[src/rtl/core/edf_pkg.sv]
// Shared types, codes and constants of the escaped frame deframer.
package edf_pkg;

    localparam int DEFAULT_MAX_FRAME = 256;
    localparam int QUEUE_DEPTH       = 2;

    localparam int BYTE_W   = 8;
    localparam int LENGTH_W = 9;
    localparam int KIND_W   = 3;
    localparam int CFG_IDX_W = 3;

    typedef enum logic [KIND_W-1:0] {
        KIND_PAYLOAD = 3'd0,
        KIND_GOOD    = 3'd1,
        KIND_CSUM    = 3'd2,
        KIND_LONG    = 3'd3,
        KIND_ABANDON = 3'd4
    } item_kind_t;

    typedef enum logic [CFG_IDX_W-1:0] {
        CFG_START_CODE      = 3'd0,
        CFG_END_CODE        = 3'd1,
        CFG_ESCAPE_CODE     = 3'd2,
        CFG_ESC_START_CODE  = 3'd3,
        CFG_ESC_END_CODE    = 3'd4,
        CFG_ESC_ESCAPE_CODE = 3'd5
    } cfg_index_t;

    localparam logic [BYTE_W-1:0] RST_START_CODE      = 8'd241;
    localparam logic [BYTE_W-1:0] RST_END_CODE        = 8'd242;
    localparam logic [BYTE_W-1:0] RST_ESCAPE_CODE     = 8'd243;
    localparam logic [BYTE_W-1:0] RST_ESC_START_CODE  = 8'd244;
    localparam logic [BYTE_W-1:0] RST_ESC_END_CODE    = 8'd245;
    localparam logic [BYTE_W-1:0] RST_ESC_ESCAPE_CODE = 8'd246;

    typedef struct packed {
        logic [BYTE_W-1:0] start_code;
        logic [BYTE_W-1:0] end_code;
        logic [BYTE_W-1:0] escape_code;
        logic [BYTE_W-1:0] esc_start_code;
        logic [BYTE_W-1:0] esc_end_code;
        logic [BYTE_W-1:0] esc_escape_code;
    } edf_cfg_t;

    typedef struct packed {
        item_kind_t          kind;
        logic [BYTE_W-1:0]   payload_byte;
        logic [BYTE_W-1:0]   frame_type;
        logic [LENGTH_W-1:0] payload_length;
    } edf_item_t;

endpackage

[src/rtl/core/edf_front.sv]
// Front end: unstuffs raw bytes, tracks the frame and classifies each result item.
module edf_front #(
    parameter int MAX_FRAME = edf_pkg::DEFAULT_MAX_FRAME
) (
    input  logic                       clk,
    input  logic                       rst_n,
    input  edf_pkg::edf_cfg_t          cfg,
    input  logic                       accept,
    input  logic [edf_pkg::BYTE_W-1:0] rx_byte,
    output logic                       push,
    output edf_pkg::edf_item_t         push_item
);
    import edf_pkg::*;

    localparam int CW = $clog2(MAX_FRAME + 1);
    localparam int LW = (CW > LENGTH_W) ? CW : LENGTH_W;
    localparam logic [CW-1:0] MAX_CNT = CW'(MAX_FRAME);

    logic              escape_pending_reg, escape_pending_next;
    logic              type_seen_reg, type_seen_next;
    logic [BYTE_W-1:0] type_value_reg, type_value_next;
    logic [CW-1:0]     byte_count_reg, byte_count_next;
    logic [BYTE_W-1:0] running_sum_reg, running_sum_next;
    logic [BYTE_W-1:0] held_byte_reg, held_byte_next;
    logic              draining_reg, draining_next;

    logic [BYTE_W-1:0] decoded;
    logic [LW-1:0]     length_wide;

    always_comb
    begin
        decoded = rx_byte;
        if (escape_pending_reg)
        begin
            if (rx_byte == cfg.esc_escape_code)
                decoded = cfg.escape_code;
            else if (rx_byte == cfg.esc_end_code)
                decoded = cfg.end_code;
            else if (rx_byte == cfg.esc_start_code)
                decoded = cfg.start_code;
        end
    end

    assign length_wide = LW'(byte_count_reg) - LW'(1);

    always_comb
    begin
        escape_pending_next = escape_pending_reg;
        type_seen_next      = type_seen_reg;
        type_value_next     = type_value_reg;
        byte_count_next     = byte_count_reg;
        running_sum_next    = running_sum_reg;
        held_byte_next      = held_byte_reg;
        draining_next       = draining_reg;
        push                = 1'b0;
        push_item.kind           = KIND_PAYLOAD;
        push_item.payload_byte   = '0;
        push_item.frame_type     = type_value_reg;
        push_item.payload_length = '0;

        if (accept)
        begin
            if (draining_reg)
            begin
                // drop everything until the end code
                if (rx_byte == cfg.end_code)
                begin
                    push           = 1'b1;
                    push_item.kind = KIND_LONG;
                    escape_pending_next = 1'b0;
                    type_seen_next      = 1'b0;
                    type_value_next     = '0;
                    byte_count_next     = '0;
                    running_sum_next    = '0;
                    draining_next       = 1'b0;
                end
            end
            else if (rx_byte == cfg.escape_code)
            begin
                escape_pending_next = 1'b1;
            end
            else if (rx_byte == cfg.start_code)
            begin
                push           = type_seen_reg;
                push_item.kind = KIND_ABANDON;
                escape_pending_next = 1'b0;
                type_seen_next      = 1'b0;
                type_value_next     = '0;
                byte_count_next     = '0;
                running_sum_next    = '0;
            end
            else if (rx_byte == cfg.end_code)
            begin
                // empty frames end silently
                push = type_seen_reg && (byte_count_reg != '0);
                if (running_sum_reg != '0)
                begin
                    push_item.kind = KIND_CSUM;
                end
                else
                begin
                    push_item.kind           = KIND_GOOD;
                    push_item.payload_length = length_wide[LENGTH_W-1:0];
                end
                escape_pending_next = 1'b0;
                type_seen_next      = 1'b0;
                type_value_next     = '0;
                byte_count_next     = '0;
                running_sum_next    = '0;
            end
            else
            begin
                escape_pending_next = 1'b0;
                running_sum_next    = running_sum_reg + decoded;
                if (!type_seen_reg)
                begin
                    type_seen_next  = 1'b1;
                    type_value_next = decoded;
                end
                else if (byte_count_reg >= MAX_CNT)
                begin
                    draining_next = 1'b1;
                end
                else
                begin
                    // pass the held byte on; the newest one may be the checksum
                    byte_count_next        = byte_count_reg + 1'b1;
                    held_byte_next         = decoded;
                    push                   = (byte_count_reg != '0);
                    push_item.kind         = KIND_PAYLOAD;
                    push_item.payload_byte = held_byte_reg;
                end
            end
        end
    end

    always_ff @(posedge clk or negedge rst_n)
    begin
        if (!rst_n)
        begin
            escape_pending_reg <= 1'b0;
            type_seen_reg      <= 1'b0;
            type_value_reg     <= '0;
            byte_count_reg     <= '0;
            running_sum_reg    <= '0;
            draining_reg       <= 1'b0;
        end
        else
        begin
            escape_pending_reg <= escape_pending_next;
            type_seen_reg      <= type_seen_next;
            type_value_reg     <= type_value_next;
            byte_count_reg     <= byte_count_next;
            running_sum_reg    <= running_sum_next;
            draining_reg       <= draining_next;
        end
    end

    always_ff @(posedge clk)
    begin
        held_byte_reg <= held_byte_next;
    end

`ifndef SYNTHESIS
    a_drain_has_type: assert property (@(posedge clk) disable iff (!rst_n)
        draining_reg |-> type_seen_reg)
        else $error("draining without a frame type");

    a_count_bound: assert property (@(posedge clk) disable iff (!rst_n)
        byte_count_reg <= MAX_CNT)
        else $error("byte count beyond frame limit");

    a_count_has_type: assert property (@(posedge clk) disable iff (!rst_n)
        (byte_count_reg != '0) |-> type_seen_reg)
        else $error("payload counted before type byte");
`endif

endmodule

[src/rtl/core/edf_queue.sv]
// Short queue of classified result items between front and back end.
module edf_queue (
    input  logic               clk,
    input  logic               rst_n,
    input  logic               push,
    input  edf_pkg::edf_item_t push_item,
    output logic               full,
    input  logic               pop,
    output logic               head_valid,
    output edf_pkg::edf_item_t head_item
);
    import edf_pkg::*;

    localparam int AW = (QUEUE_DEPTH > 1) ? $clog2(QUEUE_DEPTH) : 1;
    localparam int NW = $clog2(QUEUE_DEPTH + 1);
    localparam logic [NW-1:0] DEPTH_N = NW'(QUEUE_DEPTH);
    localparam logic [AW-1:0] LAST_PTR = AW'(QUEUE_DEPTH - 1);

    edf_item_t     slot_reg [QUEUE_DEPTH];
    logic [AW-1:0] wr_ptr_reg, wr_ptr_next;
    logic [AW-1:0] rd_ptr_reg, rd_ptr_next;
    logic [NW-1:0] count_reg, count_next;

    assign full       = (count_reg == DEPTH_N);
    assign head_valid = (count_reg != '0);
    assign head_item  = slot_reg[rd_ptr_reg];

    always_comb
    begin
        wr_ptr_next = wr_ptr_reg;
        rd_ptr_next = rd_ptr_reg;
        count_next  = count_reg;
        if (push)
            wr_ptr_next = (wr_ptr_reg == LAST_PTR) ? '0 : wr_ptr_reg + 1'b1;
        if (pop)
            rd_ptr_next = (rd_ptr_reg == LAST_PTR) ? '0 : rd_ptr_reg + 1'b1;
        if (push && !pop)
            count_next = count_reg + 1'b1;
        else if (pop && !push)
            count_next = count_reg - 1'b1;
    end

    always_ff @(posedge clk or negedge rst_n)
    begin
        if (!rst_n)
        begin
            wr_ptr_reg <= '0;
            rd_ptr_reg <= '0;
            count_reg  <= '0;
        end
        else
        begin
            wr_ptr_reg <= wr_ptr_next;
            rd_ptr_reg <= rd_ptr_next;
            count_reg  <= count_next;
        end
    end

    always_ff @(posedge clk)
    begin
        if (push)
            slot_reg[wr_ptr_reg] <= push_item;
    end

`ifndef SYNTHESIS
    a_no_overflow: assert property (@(posedge clk) disable iff (!rst_n)
        push |-> !full || pop)
        else $error("queue written while full");

    a_no_underflow: assert property (@(posedge clk) disable iff (!rst_n)
        pop |-> head_valid)
        else $error("queue read while empty");
`endif

endmodule

[src/rtl/core/edf_back.sv]
// Back end: output register that presents result items to the receiver.
module edf_back (
    input  logic                         clk,
    input  logic                         rst_n,
    input  logic                         head_valid,
    input  edf_pkg::edf_item_t           head_item,
    output logic                         pop,
    output logic                         out_valid,
    input  logic                         out_stall,
    output logic [edf_pkg::KIND_W-1:0]   item_kind,
    output logic [edf_pkg::BYTE_W-1:0]   payload_byte,
    output logic [edf_pkg::BYTE_W-1:0]   frame_type,
    output logic [edf_pkg::LENGTH_W-1:0] payload_length
);
    import edf_pkg::*;

    logic      out_valid_reg, out_valid_next;
    edf_item_t item_reg, item_next;

    // load whenever the register is empty or its item is being taken
    assign pop = head_valid && (!out_valid_reg || !out_stall);

    always_comb
    begin
        item_next      = pop ? head_item : item_reg;
        out_valid_next = pop || (out_valid_reg && out_stall);
    end

    always_ff @(posedge clk or negedge rst_n)
    begin
        if (!rst_n)
            out_valid_reg <= 1'b0;
        else
            out_valid_reg <= out_valid_next;
    end

    always_ff @(posedge clk)
    begin
        item_reg <= item_next;
    end

    assign out_valid      = out_valid_reg;
    assign item_kind      = item_reg.kind;
    assign payload_byte   = item_reg.payload_byte;
    assign frame_type     = item_reg.frame_type;
    assign payload_length = item_reg.payload_length;

`ifndef SYNTHESIS
    a_length_only_good: assert property (@(posedge clk) disable iff (!rst_n)
        out_valid_reg && (item_reg.kind != KIND_GOOD) |-> item_reg.payload_length == '0)
        else $error("length reported on a non-good item");
`endif

endmodule

[src/rtl/core/escaped_frame_deframer.sv]
// Top level of the byte-stuffed frame receiver with additive checksum.
//
// Input channel: rx_byte with in_valid/in_stall, one raw line byte per item.
// Output channel: item_kind, payload_byte, frame_type, payload_length with
// out_valid/out_stall; payload bytes come out one byte late, so the checksum
// byte never appears, and each frame with payload closes with a good, checksum
// error, too long or abandoned status item.
// Configuration: cfg_valid/cfg_ready with cfg_index and cfg_data; cfg_ready
// is always high and a write applies from the next byte on. Indexes above
// the last register are ignored.
// Throughput: one byte per cycle while in_stall is low. The front end classifies a
// byte in the cycle it is accepted and writes its item into a two-entry queue;
// the back end moves the head item into the output register whenever that
// register is empty or its item is being taken.
// Reset clears the frame state, the queue and the output register and loads
// the default codes. While the receiver stalls, the output holds its item,
// the queue keeps filling, and in_stall rises only once the queue is full.
module escaped_frame_deframer #(
    parameter int MAX_FRAME = edf_pkg::DEFAULT_MAX_FRAME
) (
    input  logic                          clk,
    input  logic                          rst_n,
    input  logic                          in_valid,
    output logic                          in_stall,
    input  logic [edf_pkg::BYTE_W-1:0]    rx_byte,
    output logic                          out_valid,
    input  logic                          out_stall,
    output logic [edf_pkg::KIND_W-1:0]    item_kind,
    output logic [edf_pkg::BYTE_W-1:0]    payload_byte,
    output logic [edf_pkg::BYTE_W-1:0]    frame_type,
    output logic [edf_pkg::LENGTH_W-1:0]  payload_length,
    input  logic                          cfg_valid,
    output logic                          cfg_ready,
    input  logic [edf_pkg::CFG_IDX_W-1:0] cfg_index,
    input  logic [edf_pkg::BYTE_W-1:0]    cfg_data
);
    import edf_pkg::*;

    edf_cfg_t  cfg_reg, cfg_next;
    logic      accept;
    logic      push;
    edf_item_t push_item;
    logic      full;
    logic      pop;
    logic      head_valid;
    edf_item_t head_item;

    assign cfg_ready = 1'b1;

    always_comb
    begin
        cfg_next = cfg_reg;
        if (cfg_valid && cfg_ready)
        begin
            unique case (cfg_index)
                CFG_START_CODE:      cfg_next.start_code      = cfg_data;
                CFG_END_CODE:        cfg_next.end_code        = cfg_data;
                CFG_ESCAPE_CODE:     cfg_next.escape_code     = cfg_data;
                CFG_ESC_START_CODE:  cfg_next.esc_start_code  = cfg_data;
                CFG_ESC_END_CODE:    cfg_next.esc_end_code    = cfg_data;
                CFG_ESC_ESCAPE_CODE: cfg_next.esc_escape_code = cfg_data;
                default:             cfg_next = cfg_reg;
            endcase
        end
    end

    always_ff @(posedge clk or negedge rst_n)
    begin
        if (!rst_n)
        begin
            cfg_reg.start_code      <= RST_START_CODE;
            cfg_reg.end_code        <= RST_END_CODE;
            cfg_reg.escape_code     <= RST_ESCAPE_CODE;
            cfg_reg.esc_start_code  <= RST_ESC_START_CODE;
            cfg_reg.esc_end_code    <= RST_ESC_END_CODE;
            cfg_reg.esc_escape_code <= RST_ESC_ESCAPE_CODE;
        end
        else
        begin
            cfg_reg <= cfg_next;
        end
    end

    assign in_stall = full;
    assign accept   = in_valid && !in_stall;

    edf_front #(
        .MAX_FRAME (MAX_FRAME)
    ) u_front (
        .clk       (clk),
        .rst_n     (rst_n),
        .cfg       (cfg_reg),
        .accept    (accept),
        .rx_byte   (rx_byte),
        .push      (push),
        .push_item (push_item)
    );

    edf_queue u_queue (
        .clk        (clk),
        .rst_n      (rst_n),
        .push       (push),
        .push_item  (push_item),
        .full       (full),
        .pop        (pop),
        .head_valid (head_valid),
        .head_item  (head_item)
    );

    edf_back u_back (
        .clk            (clk),
        .rst_n          (rst_n),
        .head_valid     (head_valid),
        .head_item      (head_item),
        .pop            (pop),
        .out_valid      (out_valid),
        .out_stall      (out_stall),
        .item_kind      (item_kind),
        .payload_byte   (payload_byte),
        .frame_type     (frame_type),
        .payload_length (payload_length)
    );

endmodule
[config.mk]
export PLATFORM = sky130hd
export DESIGN_NAME = escaped_frame_deframer
export DESIGN_NICKNAME = d
export VERILOG_FILES = /design/src/rtl/core/edf_pkg.sv /design/src/rtl/core/edf_front.sv /design/src/rtl/core/edf_queue.sv /design/src/rtl/core/edf_back.sv /design/src/rtl/core/escaped_frame_deframer.sv
export SDC_FILE = /design/constraint.sdc
export NUM_CORES = 1
export LEC_CHECK = 0
export ABC_AREA = 1
export BUFFER_PORTS_ARGS = -buffer_cell sky130_fd_sc_hd__buf_2
export CAP_MARGIN = 20
export CORE_MARGIN = 2
export CORE_UTILIZATION = 50
export DETAILED_ROUTE_END_ITERATION = 16
export HOLD_SLACK_MARGIN = 0.15
export PLACE_DENSITY = 0.65
export SYNTH_ARGS = -nofsm -noshare
export SYNTH_HDL_FRONTEND = slang
export SYNTH_SLANG_ARGS = --single-unit
[constraint.sdc]
create_clock -name clk -period 6.9 [get_ports clk]
set_input_delay 0.345 -clock clk [delete_from_list [all_inputs] [get_ports clk]]
set_output_delay 0.345 -clock clk [all_outputs]
set_load 0.01 [all_outputs]
==> impl_metrics.csv <==
group,metric,value,unit
outcome,run_status,"completed",
grt,grtUsageTotal,20.3,%
cts,cts_root_buf,"clkbuf_16",
sta,finalSetupTns,0,ps
cts,cts_buffers,17,
cts,cts_tree,"built",
power,p_int,2.10,mW
power,p_sw,1.03,mW
cts,clk_latency,420,ps
critical_path,rrSetupSlack,3460,ps
synthesis,synth_commonest_cells,"295 x nand2_1, 92 x edfxtp_1, 71 x inv_1",
critical_path,critical_path_arrival,3790,ps
cts,cts_setup_buffers,0,
synthesis,ys_ff_latch,173,
hold_path,hold_path.class,"input pin to register",
critical_path,cp.required,7250,ps
power,clockPowerShare,28.7,%
sta,setup_viol,0,
synthesis,synth_cell_types,38,
synthesis,yosysSeqAreaShare,58.5,%
finish,num-fill-cells,1410,
job,cap_violations,0,
power,p_leak,4.13,nW
synthesis,synth_top_cell_by_area,"edfxtp_1",
detailed_routing,avgViaCountPerCell,5.02,
finish,multiInputGateArea,2970,um2
grt,grt_max_degree,82,
synthesis,yosysWarnings,0,
detailed_routing,wire_per_inst,14.7,um
detailed_routing,drc,0,
power,seqPwrFrac,46.2,%
synthesis,syn_area_per_cell,9.50,um2
synthesis,yosysMostFrequentCell,"nand2_1",
sta,fin_crit_sh,49.9,%
finish,fin_area,9260,um2
finish,nNetsFinal,952,
grt,grt_pass1_wl,28200,um
cts,htree_levels,4,
floorplan,initial_core_util,51.6,%
detailed_routing,postRouteWirelength,16800,um
synthesis,yosys.area_share.simple,22.5,%
detailed_routing,drt_iter0_drc,391,
synthesis,synth_edf_count,92,
detailed_routing,num_vias,5756,
floorplan,die_height,132,um
synthesis,synth_xor_xnor_area_share,5.41,%
synthesis,syn_inst,869,
detailed_routing,ant_nets,0,
synthesis,synth_fa_ha_area_share,1.76,%
critical_path,end_kind,"register",
cts,clock_sinks,173,
power,combPwrFrac,25.1,%
power,worst_ir_drop_vdd,0.212,mV
floorplan,die_area,17600,um2
synthesis,synth_ff_type,"edfxtp_1",
synthesis,synth_top_family_by_area,"simple AND/OR/NAND/NOR gates",
finish,regArea,4830,um2
sta,hold_viol,0,
sta,rsz0062_at_grt,"false",
floorplan,die_x,132,um
sta,slew_headroom,29.5,%
synthesis,synth_compound_area_share,6.21,%
sta,worst_pin_slew,1060,ps
critical_path,start_kind,"register",
sta,max_freq,0.290,GHz
power,power_density,339,nW/um2
cts,cts.reportedPaths.clkPinSlew,70,ps
sta,min_period,3440,ps
synthesis,syn_area,8250,um2
finish,largest_register_ffs,56,
floorplan,row_count,46,
detailed_routing,drt_pass1_iterations,5,
synthesis,syn-num-nets,904,
placement,postPlaceCellArea,8640,um2
floorplan,io_pins,55,
placement,place_congestion,0.911,
critical_path,crit_type,"register to register",
grt,antenna_found_initial,0,
grt,grt_pass1_vias,5391,
cts,clockBufferDepth,2,
synthesis,synth.area.top_cells,"edfxtp_1 33%, dfrtp_1 15%, nand2_1 13%",
grt,grt-ovfl-total,0,
sta,drv_slew,0,
critical_path,cp_max_fo,14,
synthesis,synth_top_cell_area_share,33.5,%
placement,dpl.hpwl,11700,um
finish,area_delta_synth_final,12.2,%
synthesis,synthArstFlopShare,46.8,%
synthesis,synthMuxAreaShare,0,%
floorplan,core,16000,um2
finish,num_antenna_cells,0,
cts,cts_resized,0,
placement,numPortBuffers,53,
finish,drive_gt1_share,16.2,%
sta,finalClockSkew,8.06,ps
power,netSwitchingFraction,33.0,%
[cell type report]
| type | count | share of cell area, % |
|---|---|---|
| Inverter | 74 | 3.03 |
| Sequential cell | 173 | 52.2 |
| Tap cell | 216 | 2.92 |
| Clock buffer | 17 | 4.59 |
| Clock inverter | 15 | 1.42 |
| Timing Repair Buffer | 58 | 3.76 |
| Multi-Input combinational cell | 593 | 32.1 |
[path summary, 6_finish.rpt]
check                                           from                    endpoint  cells past startpoint
max in group asynchronous                      rst_n                 cfg_reg[40]                      3
min                                        out_stall            u_back.out_valid                      3
max                                      cfg_reg[14]  u_front.running_sum_reg[6]                     16
min in group asynchronous                      rst_n                 cfg_reg[19]                      2
min reg2reg                u_front.type_value_reg[2]     u_queue.slot_reg[0][11]                      0
max reg2reg                              cfg_reg[14]  u_front.running_sum_reg[6]                     16
[cell usage in the layout, fill, tap and decap left out, drive strengths merged]
cell type    instances
dfstp               33
o22ai                1
clkbuf              17
a21boi               8
nor3                10
xor2                13
nor2                58
conb                 1
nor4                 2
buf                 57
edfxtp              92
o211ai               7
or2                  5
a21oi                8
nand4                7
fa                   1
ha                  10
clkinvlp             3
o21ai               70
xnor2               38
nand3b               2
inv                 81
clkinv               5
dlygate4sd3          1
nand2              304
nand3               48
dfrtp               48
[per-stage QoR]
| stage | hold WS, ps | utilization, % | setup WS (ps) | total power, mW | cells |
|---|---|---|---|---|---|
| global route | 166 | 57.9 | 3150 | 3.33 | 1146 |
| CTS | 156 | 57.5 | 3460 | 3.14 | 1144 |
| global placement | 456 | 54.0 | 3410 | 2.23 | 1111 |
| detailed placement | 464 | 54.0 | 3350 | 2.25 | 1111 |
| floorplan | 49.4 | - | 3890 | 1.99 | 869 |
| finish | 163 | 57.9 | 3460 | 3.14 | 1146 |
[logic make-up (layout without fill, tap and decap cells)]
group,Yosys count,in the layout
compound gates,94,94
xor+xnor,51,51
fa+ha+maj,11,11
buf+inv,103,164
flops,173,173
other cells,1,1
simple gates,436,436
[what timing repair did]
| item | CTS | global route |
|---|---|---|
| endpoints found under the hold margin | 7 | 0 |
| hold buffers | 1 | 0 |
| setup endpoints to repair | 0 | 0 |
[metal layers]
metal	vias up	global-route usage, %	part of all wire (%)
li1	2920	-	-
met1	2681	29.1	48
met5	-	0	0
met4	0	5.56	0.93
met3	17	3.49	4.9
met2	138	32.2	46
[worst max-delay path: stages (launching register included)]
cell and delay [ps]:
dfstp_2 540, xnor2_1 120, nand2_1 70, nor2_1 240, nand2_1 340, o211ai_1 200, nand3_1 110, a21boi_0 260
ha_1 210, inv_1 60, fa_1 420, o21ai_0 300, nand2_1 80, nand2_1 60, a21oi_1 60, xor2_1 140
o21ai_0 150
[power groups by stage]
stage	sequential, mW	clock (mW)	combinational, mW
after floorplan	1.48	0	0.513
after global placement	1.47	0	0.762
after detailed placement	1.47	0	0.775
after CTS	1.45	0.911	0.778
after global routing	1.47	0.958	0.896
final	1.45	0.900	0.787
No activity file was read; power rests on OpenSTA's default activity.
